[src/hw/rtl/ltc_pkg.sv]
// Shared constants, keyword table and controller/datapath interface types.
package ltc_pkg;

    localparam int MAX_TOKEN  = 16;
    localparam int LEN_W      = $clog2(MAX_TOKEN + 1);
    localparam int ADDR_W     = $clog2(MAX_TOKEN);
    localparam int CHAR_W     = 8;
    localparam int CLASS_W    = 3;
    localparam int NUM_KW     = 7;
    localparam int KW_SLOTS   = 8;
    localparam int KW_IDX_W   = $clog2(KW_SLOTS);

    typedef logic [CLASS_W-1:0] t_class;

    localparam t_class CLS_KEYWORD = 3'd0;
    localparam t_class CLS_IDENT   = 3'd1;
    localparam t_class CLS_OPER    = 3'd2;
    localparam t_class CLS_DELIM   = 3'd3;
    localparam t_class CLS_INT     = 3'd4;
    localparam t_class CLS_FLOAT   = 3'd5;

    // keyword spellings, zero padded
    localparam logic [CHAR_W-1:0] KW_TEXT [NUM_KW][KW_SLOTS] = '{
        '{"f", "o", "r", 8'h00, 8'h00, 8'h00, 8'h00, 8'h00},
        '{"i", "f", 8'h00, 8'h00, 8'h00, 8'h00, 8'h00, 8'h00},
        '{"s", "w", "i", "t", "c", "h", 8'h00, 8'h00},
        '{"e", "l", "s", "e", 8'h00, 8'h00, 8'h00, 8'h00},
        '{"c", "a", "s", "e", 8'h00, 8'h00, 8'h00, 8'h00},
        '{"r", "e", "t", "u", "r", "n", 8'h00, 8'h00},
        '{"i", "n", "t", 8'h00, 8'h00, 8'h00, 8'h00, 8'h00}
    };
    localparam logic [KW_IDX_W-1:0] KW_LEN [NUM_KW] = '{
        3'd3, 3'd2, 3'd6, 3'd4, 3'd4, 3'd6, 3'd3
    };

    // controller -> datapath
    typedef struct packed {
        logic accept;      // input word taken this cycle
        logic read;        // fetch first stored character
        logic load_char;   // move fetched character to output register
        logic load_delim;  // move held delimiter to output register
        logic post;        // apply the held character after a flush
    } t_dp_cmd;

    // datapath -> controller
    typedef struct packed {
        logic flush;       // accepted word ends a pending token
        logic hold;        // accepted word leaves a held character to apply
        logic hold_delim;  // held character is a delimiter
        logic last;        // character being loaded is the token's final one
        logic out_free;    // output register can take a word
    } t_dp_st;

endpackage

[src/hw/rtl/ltc_ram.sv]
// Generic single-port-write, registered-read RAM.
module ltc_ram #(
    parameter int WIDTH = 8,
    parameter int DEPTH = 16
) (
    input  logic                     i_clk,
    input  logic                     i_wr_en,
    input  logic [$clog2(DEPTH)-1:0] i_wr_addr,
    input  logic [WIDTH-1:0]         i_wr_data,
    input  logic                     i_rd_en,
    input  logic [$clog2(DEPTH)-1:0] i_rd_addr,
    output logic [WIDTH-1:0]         o_rd_data
);

    logic [WIDTH-1:0] r_mem [DEPTH];
    logic [WIDTH-1:0] r_rd_data;

    always_ff @(posedge i_clk) begin
        if (i_wr_en) begin
            r_mem[i_wr_addr] <= i_wr_data;
        end
        if (i_rd_en) begin
            r_rd_data <= r_mem[i_rd_addr];
        end
    end

    assign o_rd_data = r_rd_data;

endmodule

[src/hw/rtl/ltc_ctrl.sv]
// Sequencer: input acceptance, token replay and held-character handling.
module ltc_ctrl (
    input  logic             i_clk,
    input  logic             i_rst_n,
    input  logic             i_s_tvalid,
    input  ltc_pkg::t_dp_st  i_st,
    output ltc_pkg::t_dp_cmd o_cmd,
    output logic             o_s_tready
);

    typedef enum logic [2:0] {
        S_IDLE,
        S_READ,
        S_LOAD,
        S_POST,
        S_DELIM
    } t_state;

    t_state r_state;
    t_state n_state;
    logic   r_ready;

    always_comb begin
        o_cmd   = '0;
        n_state = r_state;
        case (r_state)
            S_IDLE: begin
                if (i_s_tvalid) begin
                    o_cmd.accept = 1'b1;
                    if (i_st.flush) begin
                        n_state = S_READ;
                    end else if (i_st.hold) begin
                        n_state = S_POST;
                    end
                end
            end
            S_READ: begin
                o_cmd.read = 1'b1;
                n_state    = S_LOAD;
            end
            S_LOAD: begin
                if (i_st.out_free) begin
                    o_cmd.load_char = 1'b1;
                    if (i_st.last) begin
                        n_state = S_POST;
                    end
                end
            end
            S_POST: begin
                o_cmd.post = 1'b1;
                n_state    = i_st.hold_delim ? S_DELIM : S_IDLE;
            end
            S_DELIM: begin
                if (i_st.out_free) begin
                    o_cmd.load_delim = 1'b1;
                    n_state          = S_IDLE;
                end
            end
            default: begin
                n_state = S_IDLE;
            end
        endcase
    end

    always_ff @(posedge i_clk) begin
        if (!i_rst_n) begin
            r_state <= S_IDLE;
            r_ready <= 1'b1;
        end else begin
            r_state <= n_state;
            r_ready <= (n_state == S_IDLE);
        end
    end

    assign o_s_tready = r_ready;

endmodule

[src/hw/rtl/ltc_dp.sv]
// Datapath: character classing, token store, keyword match and output register.
module ltc_dp (
    input  logic                          i_clk,
    input  logic                          i_rst_n,
    input  ltc_pkg::t_dp_cmd              i_cmd,
    output ltc_pkg::t_dp_st               o_st,
    input  logic [ltc_pkg::CHAR_W-1:0]    i_text_byte,
    input  logic                          i_end_of_text,
    input  logic                          i_m_tready,
    output logic                          o_out_valid,
    output logic [ltc_pkg::CHAR_W-1:0]    o_out_char,
    output ltc_pkg::t_class               o_out_class,
    output logic                          o_out_last,
    output logic                          o_out_trunc
);

    typedef enum logic [2:0] {PH_IDLE, PH_WORD, PH_INT, PH_FRAC, PH_OP1} t_phase;
    typedef enum logic [2:0] {K_NONE, K_WORD, K_INT, K_OP, K_DELIM} t_kind;

    localparam logic [ltc_pkg::LEN_W-1:0] LEN_MAX = ltc_pkg::LEN_W'(ltc_pkg::MAX_TOKEN);
    localparam logic [ltc_pkg::CHAR_W-1:0] CH_DOT = 8'h2E;

    function automatic logic is_lower(input logic [7:0] c);
        return (c >= 8'h61) && (c <= 8'h7A);
    endfunction

    function automatic logic is_digit(input logic [7:0] c);
        return (c >= 8'h30) && (c <= 8'h39);
    endfunction

    function automatic logic is_oper(input logic [7:0] c);
        return (c == ">") || (c == "<") || (c == "=") || (c == "-") ||
               (c == "+") || (c == "*") || (c == "/");
    endfunction

    function automatic logic is_delim(input logic [7:0] c);
        return (c == "(") || (c == ")") || (c == ",") || (c == ";");
    endfunction

    // narrow the keyword candidates by the character at position pos
    function automatic logic [ltc_pkg::NUM_KW-1:0] kw_step(
        input logic [ltc_pkg::NUM_KW-1:0] prev,
        input logic [ltc_pkg::LEN_W-1:0]  pos,
        input logic [7:0]                 c
    );
        logic [ltc_pkg::NUM_KW-1:0] res;
        for (int w = 0; w < ltc_pkg::NUM_KW; w++) begin
            res[w] = prev[w] &&
                     (pos < ltc_pkg::LEN_W'(ltc_pkg::KW_LEN[w])) &&
                     (ltc_pkg::KW_TEXT[w][pos[ltc_pkg::KW_IDX_W-1:0]] == c);
        end
        return res;
    endfunction

    t_phase                         r_phase;
    logic [ltc_pkg::LEN_W-1:0]      r_len;
    logic                           r_ovf;
    logic [ltc_pkg::NUM_KW-1:0]     r_match;
    t_kind                          r_hold_kind;
    logic [ltc_pkg::CHAR_W-1:0]     r_hold_char;
    logic [ltc_pkg::LEN_W-1:0]      r_emit_len;
    logic [ltc_pkg::LEN_W-1:0]      r_ptr;
    ltc_pkg::t_class                r_cls;
    logic                           r_trunc;
    logic                           r_out_valid;
    logic [ltc_pkg::CHAR_W-1:0]     r_out_char;
    ltc_pkg::t_class                r_out_class;
    logic                           r_out_last;
    logic                           r_out_trunc;

    logic                           pending;
    logic                           absorb;
    logic                           pair;
    logic                           flush_now;
    logic                           can_put;
    t_kind                          kind;
    ltc_pkg::t_class                tok_class;
    logic [ltc_pkg::NUM_KW-1:0]     len_eq;
    logic                           kw_hit;
    logic [ltc_pkg::LEN_W-1:0]      ptr_plus;
    logic                           start_post;

    logic                           wr_en;
    logic [ltc_pkg::ADDR_W-1:0]     wr_addr;
    logic [ltc_pkg::CHAR_W-1:0]     wr_data;
    logic [ltc_pkg::ADDR_W-1:0]     rd_addr;
    logic [ltc_pkg::CHAR_W-1:0]     rd_data;

    assign pending = (r_phase != PH_IDLE);
    assign can_put = (r_len < LEN_MAX);

    assign absorb = !i_end_of_text && (
        ((r_phase == PH_WORD) && is_lower(i_text_byte)) ||
        ((r_phase == PH_INT)  && (is_digit(i_text_byte) || (i_text_byte == CH_DOT))) ||
        ((r_phase == PH_FRAC) && is_digit(i_text_byte)));
    assign pair      = !i_end_of_text && (r_phase == PH_OP1) && is_oper(i_text_byte);
    assign flush_now = pending && !absorb;

    always_comb begin
        kind = K_NONE;
        if (!i_end_of_text && !absorb && !pair) begin
            if (is_lower(i_text_byte)) begin
                kind = K_WORD;
            end else if (is_digit(i_text_byte)) begin
                kind = K_INT;
            end else if (is_oper(i_text_byte)) begin
                kind = K_OP;
            end else if (is_delim(i_text_byte)) begin
                kind = K_DELIM;
            end
        end
    end

    always_comb begin
        for (int w = 0; w < ltc_pkg::NUM_KW; w++) begin
            len_eq[w] = (r_len == ltc_pkg::LEN_W'(ltc_pkg::KW_LEN[w]));
        end
    end
    assign kw_hit = |(r_match & len_eq);

    always_comb begin
        case (r_phase)
            PH_WORD: tok_class = (!r_ovf && kw_hit) ? ltc_pkg::CLS_KEYWORD
                                                    : ltc_pkg::CLS_IDENT;
            PH_INT:  tok_class = ltc_pkg::CLS_INT;
            PH_FRAC: tok_class = ltc_pkg::CLS_FLOAT;
            default: tok_class = ltc_pkg::CLS_OPER;
        endcase
    end

    assign start_post = i_cmd.post &&
                        ((r_hold_kind == K_WORD) || (r_hold_kind == K_INT) ||
                         (r_hold_kind == K_OP));

    // store write: extend the pending token, or open a new one after a flush
    always_comb begin
        wr_en   = 1'b0;
        wr_addr = r_len[ltc_pkg::ADDR_W-1:0];
        wr_data = i_text_byte;
        if (i_cmd.accept && (absorb || pair) && can_put) begin
            wr_en = 1'b1;
        end else if (start_post) begin
            wr_en   = 1'b1;
            wr_addr = '0;
            wr_data = r_hold_char;
        end
    end

    assign ptr_plus = r_ptr + 1'b1;
    assign rd_addr  = i_cmd.load_char ? ptr_plus[ltc_pkg::ADDR_W-1:0]
                                      : r_ptr[ltc_pkg::ADDR_W-1:0];

    ltc_ram #(
        .WIDTH (ltc_pkg::CHAR_W),
        .DEPTH (ltc_pkg::MAX_TOKEN)
    ) u_store (
        .i_clk     (i_clk),
        .i_wr_en   (wr_en),
        .i_wr_addr (wr_addr),
        .i_wr_data (wr_data),
        .i_rd_en   (i_cmd.read | i_cmd.load_char),
        .i_rd_addr (rd_addr),
        .o_rd_data (rd_data)
    );

    always_ff @(posedge i_clk) begin
        if (!i_rst_n) begin
            r_phase     <= PH_IDLE;
            r_len       <= '0;
            r_ovf       <= 1'b0;
            r_hold_kind <= K_NONE;
            r_ptr       <= '0;
            r_out_valid <= 1'b0;
        end else begin
            if (i_cmd.accept) begin
                r_hold_kind <= kind;
                r_hold_char <= i_text_byte;
                if (absorb) begin
                    if (can_put) begin
                        r_len   <= r_len + 1'b1;
                        r_match <= kw_step(r_match, r_len, i_text_byte);
                    end else begin
                        r_ovf <= 1'b1;
                    end
                    if ((r_phase == PH_INT) && (i_text_byte == CH_DOT)) begin
                        r_phase <= PH_FRAC;
                    end
                end
                if (flush_now) begin
                    r_emit_len <= pair ? r_len + 1'b1 : r_len;
                    r_cls      <= tok_class;
                    r_trunc    <= r_ovf;
                    r_ptr      <= '0;
                    r_phase    <= PH_IDLE;
                    r_len      <= '0;
                    r_ovf      <= 1'b0;
                end
            end

            if (start_post) begin
                r_len   <= ltc_pkg::LEN_W'(1);
                r_ovf   <= 1'b0;
                r_match <= kw_step('1, '0, r_hold_char);
                case (r_hold_kind)
                    K_WORD:  r_phase <= PH_WORD;
                    K_INT:   r_phase <= PH_INT;
                    default: r_phase <= PH_OP1;
                endcase
            end

            if (i_cmd.load_char) begin
                r_ptr       <= ptr_plus;
                r_out_valid <= 1'b1;
                r_out_char  <= rd_data;
                r_out_class <= r_cls;
                r_out_last  <= o_st.last;
                r_out_trunc <= r_trunc;
            end else if (i_cmd.load_delim) begin
                r_out_valid <= 1'b1;
                r_out_char  <= r_hold_char;
                r_out_class <= ltc_pkg::CLS_DELIM;
                r_out_last  <= 1'b1;
                r_out_trunc <= 1'b0;
            end else if (i_m_tready) begin
                r_out_valid <= 1'b0;
            end
        end
    end

    assign o_st.flush      = flush_now;
    assign o_st.hold       = (kind != K_NONE);
    assign o_st.hold_delim = (r_hold_kind == K_DELIM);
    assign o_st.last       = (ptr_plus == r_emit_len);
    assign o_st.out_free   = !r_out_valid || i_m_tready;

    assign o_out_valid = r_out_valid;
    assign o_out_char  = r_out_char;
    assign o_out_class = r_out_class;
    assign o_out_last  = r_out_last;
    assign o_out_trunc = r_out_trunc;

endmodule

[src/hw/rtl/lexical_token_classifier_core.sv]
// Lexical token classifier: top level joining sequencer and datapath.
//
// Source text enters one byte per word on the slave side; tlast marks the end
// of text, which flushes the pending token and ignores tdata. Tokens leave on
// the master side one character per word, tlast on the final character and
// tuser carrying the class and a truncation flag. A byte that extends the
// pending token does not stall the input. A byte that ends a token holds the
// input through one store read to prime the registered RAM read, one load per
// character, one step to open the next token and one more to load a delimiter;
// master-side back-pressure stretches the character loads. A byte that opens a
// token with nothing pending skips the read and load steps. The single read
// port of the token store sets a replay rate of one character a cycle when
// the master side is ready. Tokens are held to 16 characters; further
// characters are dropped and every character of that token is flagged
// truncated, a cut-off letter run being an identifier. The output register
// lets a finished word wait on the master side while the next byte is taken.
module lexical_token_classifier_core (
    input  logic       i_clk,
    input  logic       i_rst_n,
    // slave side
    input  logic       i_s_tvalid,
    output logic       o_s_tready,
    input  logic [7:0] i_s_tdata,   // [7:0] text_byte
    input  logic       i_s_tlast,   // end_of_text
    // master side
    output logic       o_m_tvalid,
    input  logic       i_m_tready,
    output logic [7:0] o_m_tdata,   // [7:0] token_char
    output logic       o_m_tlast,   // last_char
    output logic [3:0] o_m_tuser    // [2:0] token_class, [3] truncated
);

    ltc_pkg::t_dp_cmd cmd;
    ltc_pkg::t_dp_st  st;
    ltc_pkg::t_class  out_class;
    logic             out_trunc;

    ltc_ctrl u_ctrl (
        .i_clk      (i_clk),
        .i_rst_n    (i_rst_n),
        .i_s_tvalid (i_s_tvalid),
        .i_st       (st),
        .o_cmd      (cmd),
        .o_s_tready (o_s_tready)
    );

    ltc_dp u_dp (
        .i_clk         (i_clk),
        .i_rst_n       (i_rst_n),
        .i_cmd         (cmd),
        .o_st          (st),
        .i_text_byte   (i_s_tdata),
        .i_end_of_text (i_s_tlast),
        .i_m_tready    (i_m_tready),
        .o_out_valid   (o_m_tvalid),
        .o_out_char    (o_m_tdata),
        .o_out_class   (out_class),
        .o_out_last    (o_m_tlast),
        .o_out_trunc   (out_trunc)
    );

    assign o_m_tuser = {out_trunc, out_class};

endmodule

[config.mk]
export PLATFORM = sky130hd
export DESIGN_NAME = lexical_token_classifier_core
export DESIGN_NICKNAME = d
export VERILOG_FILES = /design/src/hw/rtl/ltc_pkg.sv /design/src/hw/rtl/ltc_ram.sv /design/src/hw/rtl/ltc_ctrl.sv /design/src/hw/rtl/ltc_dp.sv /design/src/hw/rtl/lexical_token_classifier_core.sv
export SDC_FILE = /design/constraint.sdc
export NUM_CORES = 1
export LEC_CHECK = 0
export ABC_AREA = 1
export BUFFER_PORTS_ARGS = -buffer_cell sky130_fd_sc_hd__buf_2
export CAP_MARGIN = 5
export CELL_PAD_IN_SITES_DETAIL_PLACEMENT = 0
export CELL_PAD_IN_SITES_GLOBAL_PLACEMENT = 1
export CORE_MARGIN = 10
export CORE_UTILIZATION = 45
export DETAILED_ROUTE_END_ITERATION = 10
export PLACE_DENSITY = 0.73
export SYNTH_ARGS = -nofsm -noshare
export SYNTH_HDL_FRONTEND = slang
export SYNTH_SLANG_ARGS = --single-unit
[constraint.sdc]
create_clock -name i_clk -period 3.1 [get_ports i_clk]
set_clock_uncertainty 0.1 [all_clocks]
set_input_delay 0.155 -clock i_clk [delete_from_list [all_inputs] [get_ports i_clk]]
set_output_delay 0.155 -clock i_clk [all_outputs]
set_load 0.02 [all_outputs]
Word-level counts from Yosys, hierarchy flattened
Memory sizes are Yosys's and may differ from the RTL's. A register that Yosys moved wholly into a read port is not among the register bits.
Index checks and enable logic that the tools add are counted.

cells by class
  bitwise gates (word level) = 4
  shift-type cells = 0
  add/subtract/negate cells = 2
  order comparisons = 10
  multiplexer cells = 78
  multiply operators = 0
  reduce and logical (&&, ||, !) cells = 78
  div/mod/pow operators = 0
  eq/ne operators = 43

operators with widths
  operator                                                               count
  8-bit 2-to-1 mux                                                       18
  8-bit by 6-bit equality test with 1-bit output, second input constant  12
  3-bit 2-to-1 mux                                                       19
  8-bit equality test                                                    7
  7-bit by 8-bit equality test with 1-bit output, first input constant   6
  5-bit 2-to-1 mux                                                       7
  1-bit logical AND                                                      30
  7-bit 2-to-1 mux                                                       4
  1-bit 2-to-1 mux                                                       24
  3-bit by 2-bit equality test with 1-bit output, second input constant  6
  3-bit nonzero test                                                     6
  1-bit logical OR                                                       16
  2-bit nonzero test                                                     8
  3-bit case mux with 5 select lines                                     1
  3-bit AND reduction                                                    5
  4-bit 2-to-1 mux                                                       3
  5-bit by 1-bit adder with 5-bit output, second input constant          2
  5-bit by 2-bit equality test with 1-bit output, second input constant  2
  5-bit by 3-bit equality test with 1-bit output, second input constant  2
  5-bit by 2-bit < comparator with 1-bit output, second input constant   2
  5-bit by 3-bit < comparator with 1-bit output, second input constant   2
  3-bit by 1-bit equality test with 1-bit output, second input constant  3
  3-bit equality test, second input constant                             3
  3-bit case mux with 3 select lines                                     1
  other kinds (19)                                                       26

storage, ports and cells
  RAM bits = 128
  logic and storage cells = 241
  memory bits (read-only) = 448
  output and inout port bits = 15
  register bits after elaboration = 59
  memories = 8
  bits in latches = 0
  input bits = 13

memory list
  name                words  width  rd ports  clocked after Yosys merged registers in  wr ports  RTL line       text
  u_dp.u_store.r_mem  16     8      1         1                                        1         ltc_ram.sv:15  logic [WIDTH-1:0] r_mem [DEPTH];
  (no name shown)     8      8      1         0                                        0         ltc_dp.sv:50   (ltc_pkg::KW_TEXT[w][pos[ltc_pkg::KW_IDX_W-1:0]] == c);
  (no name shown)     8      8      1         0                                        0         ltc_dp.sv:50
  (no name shown)     8      8      1         0                                        0         ltc_dp.sv:50
  (no name shown)     8      8      1         0                                        0         ltc_dp.sv:50
  (no name shown)     8      8      1         0                                        0         ltc_dp.sv:50
  +2 memories         --     --     --        --                                       --        --

Depth between registers and ports, before layout
Gate-level depths: netlist of the first run.

  depth after elaboration = 17
  gate-level depth with buffers = 16
  mapped depth without buffers = 15

By module
A second synthesis of the first run with hierarchy kept.

second synthesis, totals
  cells, all modules = 1069
  area total of the unflattened synthesis = 9713.1 um^2

by module, submodules not included
  module                         cells an instance  area each (um^2)  seq. area each (um^2)  instances
  ltc_ram                        551                5846.9            4083.9                 1
  ltc_dp                         475                3599.7            1471.4                 1
  ltc_ctrl                       42                 259.0             80.1                   1
  lexical_token_classifier_core  1                  7.5               0.0                    1

Least setup slack after synthesis of the first run
OpenSTA, ideal clock, no wires.

  path kind = register -> register
  start point = register u_dp.r_out_valid, in the netlist u_dp.o_out_valid
  end point = register u_dp.u_store.r_rd_data[3], in the netlist u_dp.u_store.o_rd_data[3] (read register of u_dp.u_store.r_mem), data pin
  path buffers = 4
  slack = 0.421 ns
  period minus slack after synthesis = 2.679 ns
  stages on the path, launching flop included = 15
  data required time = 2.848 ns
  library setup time = 0.152 ns
  data arrival time = 2.428 ns
  path through = dfxtp_1 inv_1 nor2_2 nor2_4 buf_1 clkbuf_1 ha_1 clkbuf_1 clkbuf_1 nand2_1 nand3_1 nand3_1 nand2_1 nor2_1 a31oi_1

RTL lines
  what                    RTL line       text
  from (decl)             ltc_dp.sv:65   logic r_out_valid;
  from (signal assigned)  ltc_dp.sv:173  r_out_valid <= 1'b0;
  from (signal assigned)  ltc_dp.sv:213  r_out_valid <= 1'b1;
  from (signal assigned)  ltc_dp.sv:219  r_out_valid <= 1'b1;
  to (decl)               ltc_ram.sv:16  logic [WIDTH-1:0] r_rd_data;

Worst setup path in the final report of the first run
  start point = input i_s_tdata[2]
  end point = memory u_dp.u_store.r_mem[0][1], enable pin

on the way
  longest elaborated chain between the ends = 14
  elaborated cells between the ends (all ways) = 35
  classes of those cells = 4 x order compare; 8 x eq/ne; 4 x mux; 19 x reduce/logical

ends and longest elaborated chain
  what                                                                                                    RTL line                             text
  from (decl)                                                                                             lexical_token_classifier_core.sv:23  input logic [7:0] i_s_tdata,
  parallel branches: the longest is 8 deep, another holds 8-bit by 6-bit >= comparator with 1-bit output  --
  1-bit logical OR (*)                                                                                    ltc_dp.sv:140                        if (i_cmd.accept && (absorb || pair) && can_put) begin
  1-bit logical AND (*) (2 in series)                                                                     ltc_dp.sv:140
  1-bit 2-to-1 mux                                                                                        ltc_dp.sv:140
  1-bit 2-to-1 mux                                                                                        ltc_ram.sv:19                        if (i_wr_en) begin
  1-bit 2-to-1 mux (implied by the code)                                                                  ltc_ram.sv:20                        r_mem[i_wr_addr] <= i_wr_data;
  to (decl)                                                                                               ltc_ram.sv:15

Mark *: on every way between the ends.

==> results of run 1 <==
## how the worst max path moves through the flow
| stage | from | cells past startpoint | end | slack (ns) |
|---|---|---|---|---|
| 5_1_grt | i_s_tdata[4] | 13 | u_dp.u_store.r_mem[0][5] | 0.16 |
| 2_1_floorplan | u_dp.o_out_valid | 14 | u_dp.u_store.o_rd_data[3] | 0.42 |
| 3_5_place_dp | i_s_tdata[1] | 9 | u_dp.u_store.r_mem[0][7] | 0.48 |
| 6_report | i_s_tdata[2] | 10 | u_dp.u_store.r_mem[0][1] | 0.39 |
| 3_3_place_gp | i_s_tdata[1] | 9 | u_dp.u_store.r_mem[0][7] | 0.52 |
| 4_1_cts | i_s_tdata[4] | 13 | u_dp.u_store.r_mem[0][3] | 0.42 |
## placed cells by master (no fill, tap or decap), types with 3 or more instances in the layout
master	netlist	final
clkbuf_16	0	17
nand4_1	9	9
buf_2	10	27
nor2_2	4	4
dlygate4sd3_1	0	9
o41ai_1	4	4
inv_6	0	3
a211oi_1	3	3
o21ai_1	4	10
o21ai_0	38	32
nor2_1	70	70
clkinv_2	1	3
nand3_1	124	124
a31oi_1	10	10
dfxtp_1	22	22
nand2_2	3	3
a21oi_1	28	28
inv_2	9	9
ha_1	9	8
inv_1	58	58
buf_4	4	42
o22ai_1	5	5
nor3_1	11	11
edfxtp_1	173	173
or2_2	5	5
nand2_1	230	230
xnor2_1	5	5
xor2_1	16	16
inv_8	0	4
## state kept, by name, summed over array words and instances, names as in the netlist, 5 cells and up
signal                  flops
u_dp.r_len                  5
u_dp.o_out_char             8
u_dp.r_hold_char            8
u_dp.r_emit_len             5
u_dp.u_store.r_mem        128
u_dp.u_store.o_rd_data      8
u_dp.r_ptr                  5
u_dp.r_match                7
## worst max-delay path, delay by kind of cell
family | cells | cell delay [ns]
simple gates | 6 | 1.24
buf+inv | 2 | 0.81
compound gates | 2 | 0.46
## power breakdown
group / total [W] / internal [W] / switching [W]
registers: 0.00295 / 0.00292 / 0.0000277
logic: 0.000893 / 0.000273 / 0.000620
clock network: 0.00222 / 0.00115 / 0.00107
total: 0.00606 / 0.00434 / 0.00172
## final cells by class
class                   instances  area [um^2]
fillers                      1845         9270
flip-flops and latches        195         5640
multi-input cells             604         2980
clock buffers                  17          425
inverters                      70          267
repair buffers                 80          581
well taps                     265          332
clock inverters                15          168
## cells by family (layout without fill, tap and decap cells)
group	Yosys count	count (layout)	synth area share
buffers and inverters	109	182	0.0518
and+or+nand+nor	466	466	0.223
AOI/OAI and AO/OA	108	108	0.0718
DFF	195	195	0.621
adders and majority gates	9	9	0.0124
xor gates and xnor gates	21	21	0.0203
## per-layer routing
layer	routed length, um	vias to the layer above	part of all wire	track usage
li1	-	3258	-	-
met1	10700	3156	0.46	0.249
met2	10600	240	0.45	0.274
met3	1750	41	0.074	0.0404
met4	512	0	0.022	0.0591
met5	0	-	0	0
## stage by stage
step	hold slack, ns	area (um^2)	total power, W
finish	0.0184	10400	0.00606
floorplan	0.154	9080	0.00360
global route	0.0142	10400	0.00631
detailed placement	0.334	9700	0.00389
global placement	0.330	9700	0.00389
CTS	0.0119	10400	0.00608
## timing repair
action	in CTS	in global routing
gates resized for setup	0	0
hold buffers	9	0
endpoints found under the hold margin	13	0
buffers inserted	0	0
==> metrics.md, run 1 <==
| Metric | Value |
|---|---|
| Worst vdd ir | roughly 430 uV |
| # diodes | 0 |
| Row count | roughly 50 |
| CTS Sinks | 195 |
| Synthesized area | ~0.009 mm^2 |
| Final wirelength | between 20,000 and 25,000 um |
| Final setup fails | 0 |
| CP most frequent cell | nor2_1 |
| Maximum number of pins on one net before global-route repair | between 60 and 70 |
| Vias per cell | about 5.4 |
| Initial Util | 0.462 |
| Port bufs | 27 |
| Via count | ~6,700 |
| DRC Markers | 0 |
| Post-synth ARST share | 0 |
| Max_cap viols | 0 |
| Post-route setup slack | slightly below 0.4 ns |
| Leakage power | 3.97 nW |
| Crit-path slowest cell | nor2_1 |
| Pre-CTS WS | 0.476 ns |
| DRT iter0 DRCs | 730 |
| Slew Viols, Final | 0 |
| Reg-to-Reg Start | u_dp.r_phase[2] |
| Initial antenna violation count | 0 |
| CP Launch Type | primary input |
| RSZ-0062 raised after global routing | false |
| Core area | ~0.020 mm^2 |
| Syn_area_per_cell | around 10 um^2 |
| Synth top cells by count | 230 x nand2_1, 173 x edfxtp_1, 124 x nand3_1 |
| Clock transition at path regs | about 0.08 ns |
| Dominant synthesized flop cell | edfxtp_1 |
| Share of layout cells above drive strength 1 | 0.140 |
| Chip width | between 150 and 200 um |
| TritonCTS clock tree | yes |
| Detailed placement HPWL | around 16,000 um |
| Highest clock rate | roughly 370 MHz |
| Flops & latches, synth | around 200 |
| Gr ovfl total | 0 |
| PwrDens | about 600 mW/mm^2 |
| Die ar. | 0.0263 mm^2 |
| WHS Endpoint | u_dp.r_hold_char[1] |
| Routed WL per cell | approximately 19 um |
| Routability cong. | between 0.9 and 1 |
| R2R depth | 11 |
| Max_slew headroom | 0.511 |
| H-tree depth | 4 |
| Clk Latency, worst-skew pair | 0.44 ns |
| Synth area leader | edfxtp_1 |
| Critical path class | primary input to flop |
| Status | finished, final reports clean |
| CP required | between 3 and 4 ns |
| Top-count cell post-synth | nand2_1 |
| First drt pass iteration count | 5 |
| Final Hold Fails | 0 |
| Finished Core Util | 0.528 |
| Clock buffer depth | 2 |
| Final period util | 0.873 |
| Crit. End Element | flop |
| Vias in the first global route | between 6,000 and 7,000 |
| First-pass GRT wire length | around 36,000 um |
| EDFF count, synth | ~170 |
| Synth area leaders | edfxtp_1 57%, nand2_1 9.5%, nand3_1 6.8% |
| Placed cell count | 1,205 |
| Min-Delay Path Class | primary input to flop |
| Yosys top cell area share | 0.572 |
| Slew @ Worst Pin | around 0.73 ns |
| Ys Warns | 0 |
| Die H | about 160 um |
| Hold Path Depth | 1 |
| Ports | 28 |
| Setup slack, reg-to-reg | between 0.5 and 0.6 ns |
| Worst path arrival time | roughly 2.7 ns |
| Critical R2R Capture | u_dp.u_store.r_mem[0][1] |
| Min Tclk post-route | approximately 2.7 ns |
| Syn Nets | slightly above 900 |
| Nets | between 900 and 1,000 |
| Cell count after synthesis | approximately 900 |
| Worst hold start | i_s_tdata[1] |
| CTS Root Cell | clkbuf_16 |
| CTS buffer count | 17 |
| Post-synthesis cell type count | between 40 and 50 |
| Area growth, synth to finish | 14.4% |
| Fin cells | ~1,200 |
| Post-route setup TNS | 0 ns |
| Crit-path cells | dlygate4sd3_1, buf_2, nor2_1, nor2_1, nand3_1, nand2_1, nand2_2, a21boi_2, o21ai_1, nor2_1 |
| Register area share after synthesis | 0.621 |
| Crit path largest cell delay | about 0.56 ns |
| Top fanout value on the critical path | 13 |
| GRT Util Overall | 0.180 |
| Antenna viol nets, final | 0 |
No activity file was read; power rests on OpenSTA's default activity.
==> run 2: changes to the inputs <==
--- a/config.mk
+++ b/config.mk
@@ -8,7 +8,7 @@
 export ABC_AREA = 1
 export BUFFER_PORTS_ARGS = -buffer_cell sky130_fd_sc_hd__buf_2
 export CAP_MARGIN = 5
-export CELL_PAD_IN_SITES_DETAIL_PLACEMENT = 0
+export CELL_PAD_IN_SITES_DETAIL_PLACEMENT = 1
 export CELL_PAD_IN_SITES_GLOBAL_PLACEMENT = 1
 export CORE_MARGIN = 10
 export CORE_UTILIZATION = 45
==> run 2 against run 1 <==
Global-route usage increased by 2.5 points. Final cell count shrank 0.24%. Clock power hardly changed. Critical path type unchanged. Worst hold slack better by 0.0040 ns. Critical endpoint is now u_dp.u_store.r_mem[0][6].
==> metrics.md, run 2 (synthesized netlist as in run 1, its figures left out) <==
| Metric | Value |
|---|---|
| Post-CTS setup buffer count | 0 (unchanged) |
| Port bufs | 27 (unchanged) |
| Final setup fails | 0 (unchanged) |
| Clk Latency, worst-skew pair | 0.43 ns (was 0.44 ns) |
| Routed WL per cell | 21.4 um (was 18.9 um) |
| Vias in the first global route | 7,291 (was 6,357) |
| H-tree depth | 4 (unchanged) |
| CTS Hold Bufs | 7 (was 9) |
| # diodes | 0 (unchanged) |
| Worst path top cell family by delay | simple AND/OR/NAND/NOR gates (unchanged) |
| Max_cap viols | 0 (unchanged) |
| Post-CTS Resized | 0 (unchanged) |
| CTS buffer count | 17 (unchanged) |
| Leakage power | 3.96 nW (was 3.97 nW) |
| RSZ-0062 raised after global routing | false (unchanged) |
| CP required | 3.06 ns (was 3.07 ns) |
| First drt pass iteration count | 5 (unchanged) |
| Slew Viols, Final | 0 (unchanged) |
| First-pass GRT wire length | 41,700 um (was 36,400 um) |
| DRT iter0 DRCs | 649 (was 730) |
| Clock transition at path regs | 0.08 ns (about the same) |
| Setup slack, reg-to-reg | 0.43 ns (was 0.58 ns) |
| Worst vdd ir | 385 uV (was 434 uV) |
| TritonCTS clock tree | yes (unchanged) |
| Maximum number of pins on one net before global-route repair | 65 (unchanged) |
| Die H | 162 um (unchanged) |
| Crit path largest cell delay | 0.65 ns (was 0.56 ns) |
| Register Area | 0.00564 mm^2 (unchanged) |
| Core area | 0.0197 mm^2 (unchanged) |
| Status | finished, final reports clean (unchanged) |
| Critical R2R Capture | u_dp.u_store.r_mem[0][6] (was u_dp.u_store.r_mem[0][1]) |
| Power, Total | 0.00609 W (was 0.00606 W) |
| Chip width | 162 um (unchanged) |
| GRT Util Overall | 0.205 (was 0.180) |
| PwrDens | 588 mW/mm^2 (was 584 mW/mm^2) |
| Final Hold Fails | 0 (unchanged) |
| Routability cong. | 0.907 (unchanged) |
| Worst Setup EP | u_dp.u_store.r_mem[0][6] (was u_dp.u_store.r_mem[0][1]) |
| Largest reg by FF count | u_dp.u_store.r_mem (unchanged) |
| Detailed placement HPWL | 18,600 um (was 16,200 um) |
| WP buf/inv | 4 (was 2) |
| Min-Delay Path Class | primary input to flop (unchanged) |
| Highest clock rate | 351 MHz (was 370 MHz) |
| Worst path arrival time | 2.81 ns (was 2.67 ns) |
| Largest register FFs | 128 (unchanged) |
| Crit-path slowest cell | nor2_1 (unchanged) |
| Top fanout value on the critical path | 8 (was 13) |
| DRC Markers | 0 (unchanged) |
| Antenna viol nets, final | 0 (unchanged) |
| Critical Path Source | i_s_tdata[4] (was i_s_tdata[2]) |
| Slew @ Worst Pin | 0.812 ns (was 0.733 ns) |
| Ports | 28 (unchanged) |
| Commonest non-fill, non-tap cell in the layout | nand2_1 (unchanged) |
| Via count | 7,021 (was 6,695) |
| Total stage count of the critical path | 13 (was 10) |
| CP most frequent cell | nand2_1 (was nor2_1) |
| Die ar. | 0.0263 mm^2 (unchanged) |
| Most frequent cells in the layout | 230 x nand2_1, 173 x edfxtp_1, 124 x nand3_1 (unchanged) |
| Row count | 51 (unchanged) |
| Share of layout cells above drive strength 1 | 0.139 (was 0.140) |
| Reg-to-Reg Start | u_dp.r_phase[2] (unchanged) |
| Multi-input gate area | 0.00298 mm^2 (unchanged) |
| Fillers | 2,263 (was 1,845) |
| CTS Root Cell | clkbuf_16 (unchanged) |
| R2R depth | 11 (unchanged) |
| Crit. End Element | flop (unchanged) |
| Initial Util | 0.462 (unchanged) |
| CP Launch Type | primary input (unchanged) |
| Max_slew headroom | 0.456 (was 0.511) |
| Crit-path cells | dlygate4sd3_1, buf_2, inv_2, nand2_1, nor2_2, nand3_1, nand2_1, inv_1, nand2_2, nand2_4, a21boi_2, o21ai_1, nor2_1 (was dlygate4sd3_1, buf_2, nor2_1, nor2_1, nand3_1, nand2_1, nand2_2, a21boi_2, o21ai_1, nor2_1) |
| Critical path class | primary input to flop (unchanged) |
| Gr ovfl total | 0 (unchanged) |
| Vias per cell | 5.65 (was 5.37) |
| CTS Sinks | 195 (unchanged) |
| Final wirelength | 26,600 um (was 23,600 um) |
| Initial antenna violation count | 0 (unchanged) |
| Area growth, synth to finish | 14.1% (was 14.4%) |
| Nets | 988 (was 990) |
| Post-route setup TNS | 0 ns (unchanged) |
| Final period util | 0.918 (was 0.873) |
| Min Tclk post-route | 2.85 ns (was 2.71 ns) |
| Clock buffer depth | 2 (unchanged) |
[run 2: changes by cell type in the layout (fill, tap and decap cells not counted)]
| cell | change |
|---|---|
| clkinv_4 | +1 |
| clkinvlp_4 | -2 |
| inv_8 | -1 |
| dlygate4sd3_1 | -2 |
| clkinv_2 | -1 |
| inv_6 | +2 |
[run 2: area by class of cell]
cell class | count | share of cell area
sequential | 195 | 0.544
inverter | 70 | 0.0257
multi-input combinational | 604 | 0.287
timing repair buffer | 78 | 0.0541
clock inverter | 14 | 0.0157
tap | 265 | 0.0320
clock buffer | 17 | 0.0411
[run 2: report_power, final]
group          switching (W)  internal [W]  total (W)
registers          0.0000297       0.00292    0.00295
logic               0.000654      0.000271   0.000925
clock network        0.00107       0.00115    0.00222
[run 2: per-stage QoR]
step | worst slack [ns] | utilization | instances | instance area, um^2 | hold slack, ns
after floorplan | 0.421 | - | 908 | 9080 | 0.154
after global placement | 0.520 | 0.494 | 1205 | 9700 | 0.330
after detailed placement | 0.352 | 0.494 | 1205 | 9700 | 0.335
after CTS | 0.283 | 0.527 | 1243 | 10400 | 0.000521
after global routing | 0.0400 | 0.527 | 1243 | 10400 | 0.00917
final | 0.254 | 0.527 | 1243 | 10400 | 0.0223
[run 2: worst register-to-register path, stage by stage (launching register included)]
cell      delay (ns)
dfxtp_1         0.33
inv_1           0.11
nand2_1         0.10
nor2_1          0.11
nand3_1         0.11
nand2_1         0.09
inv_1           0.05
nand2_2         0.10
nand2_4         0.09
a21boi_2        0.27
o21ai_1         0.18
nor2_1          0.66
[run 2: worst min path at each step]
stage,from,end,slack [ns],cells past startpoint
after floorplan,i_s_tdata[0],u_dp.r_hold_char[0],0.15,0
after global placement,i_s_tdata[3],u_dp.r_hold_char[3],0.33,1
after detailed placement,i_s_tdata[3],u_dp.r_hold_char[3],0.33,1
after CTS,i_s_tdata[2],u_dp.r_hold_char[2],0.0005,1
after global routing,i_s_tdata[2],u_dp.r_hold_char[2],0.009,1
final,i_s_tdata[2],u_dp.r_hold_char[2],0.02,1
[run 2: per-layer routing]
metal / global-route usage / vias up / share of wire
li1: - / 3249 / -
met1: 0.271 / 3523 / 0.45
met2: 0.340 / 217 / 0.48
met3: 0.0402 / 32 / 0.057
met4: 0.0529 / 0 / 0.015
met5: 0 / - / 0
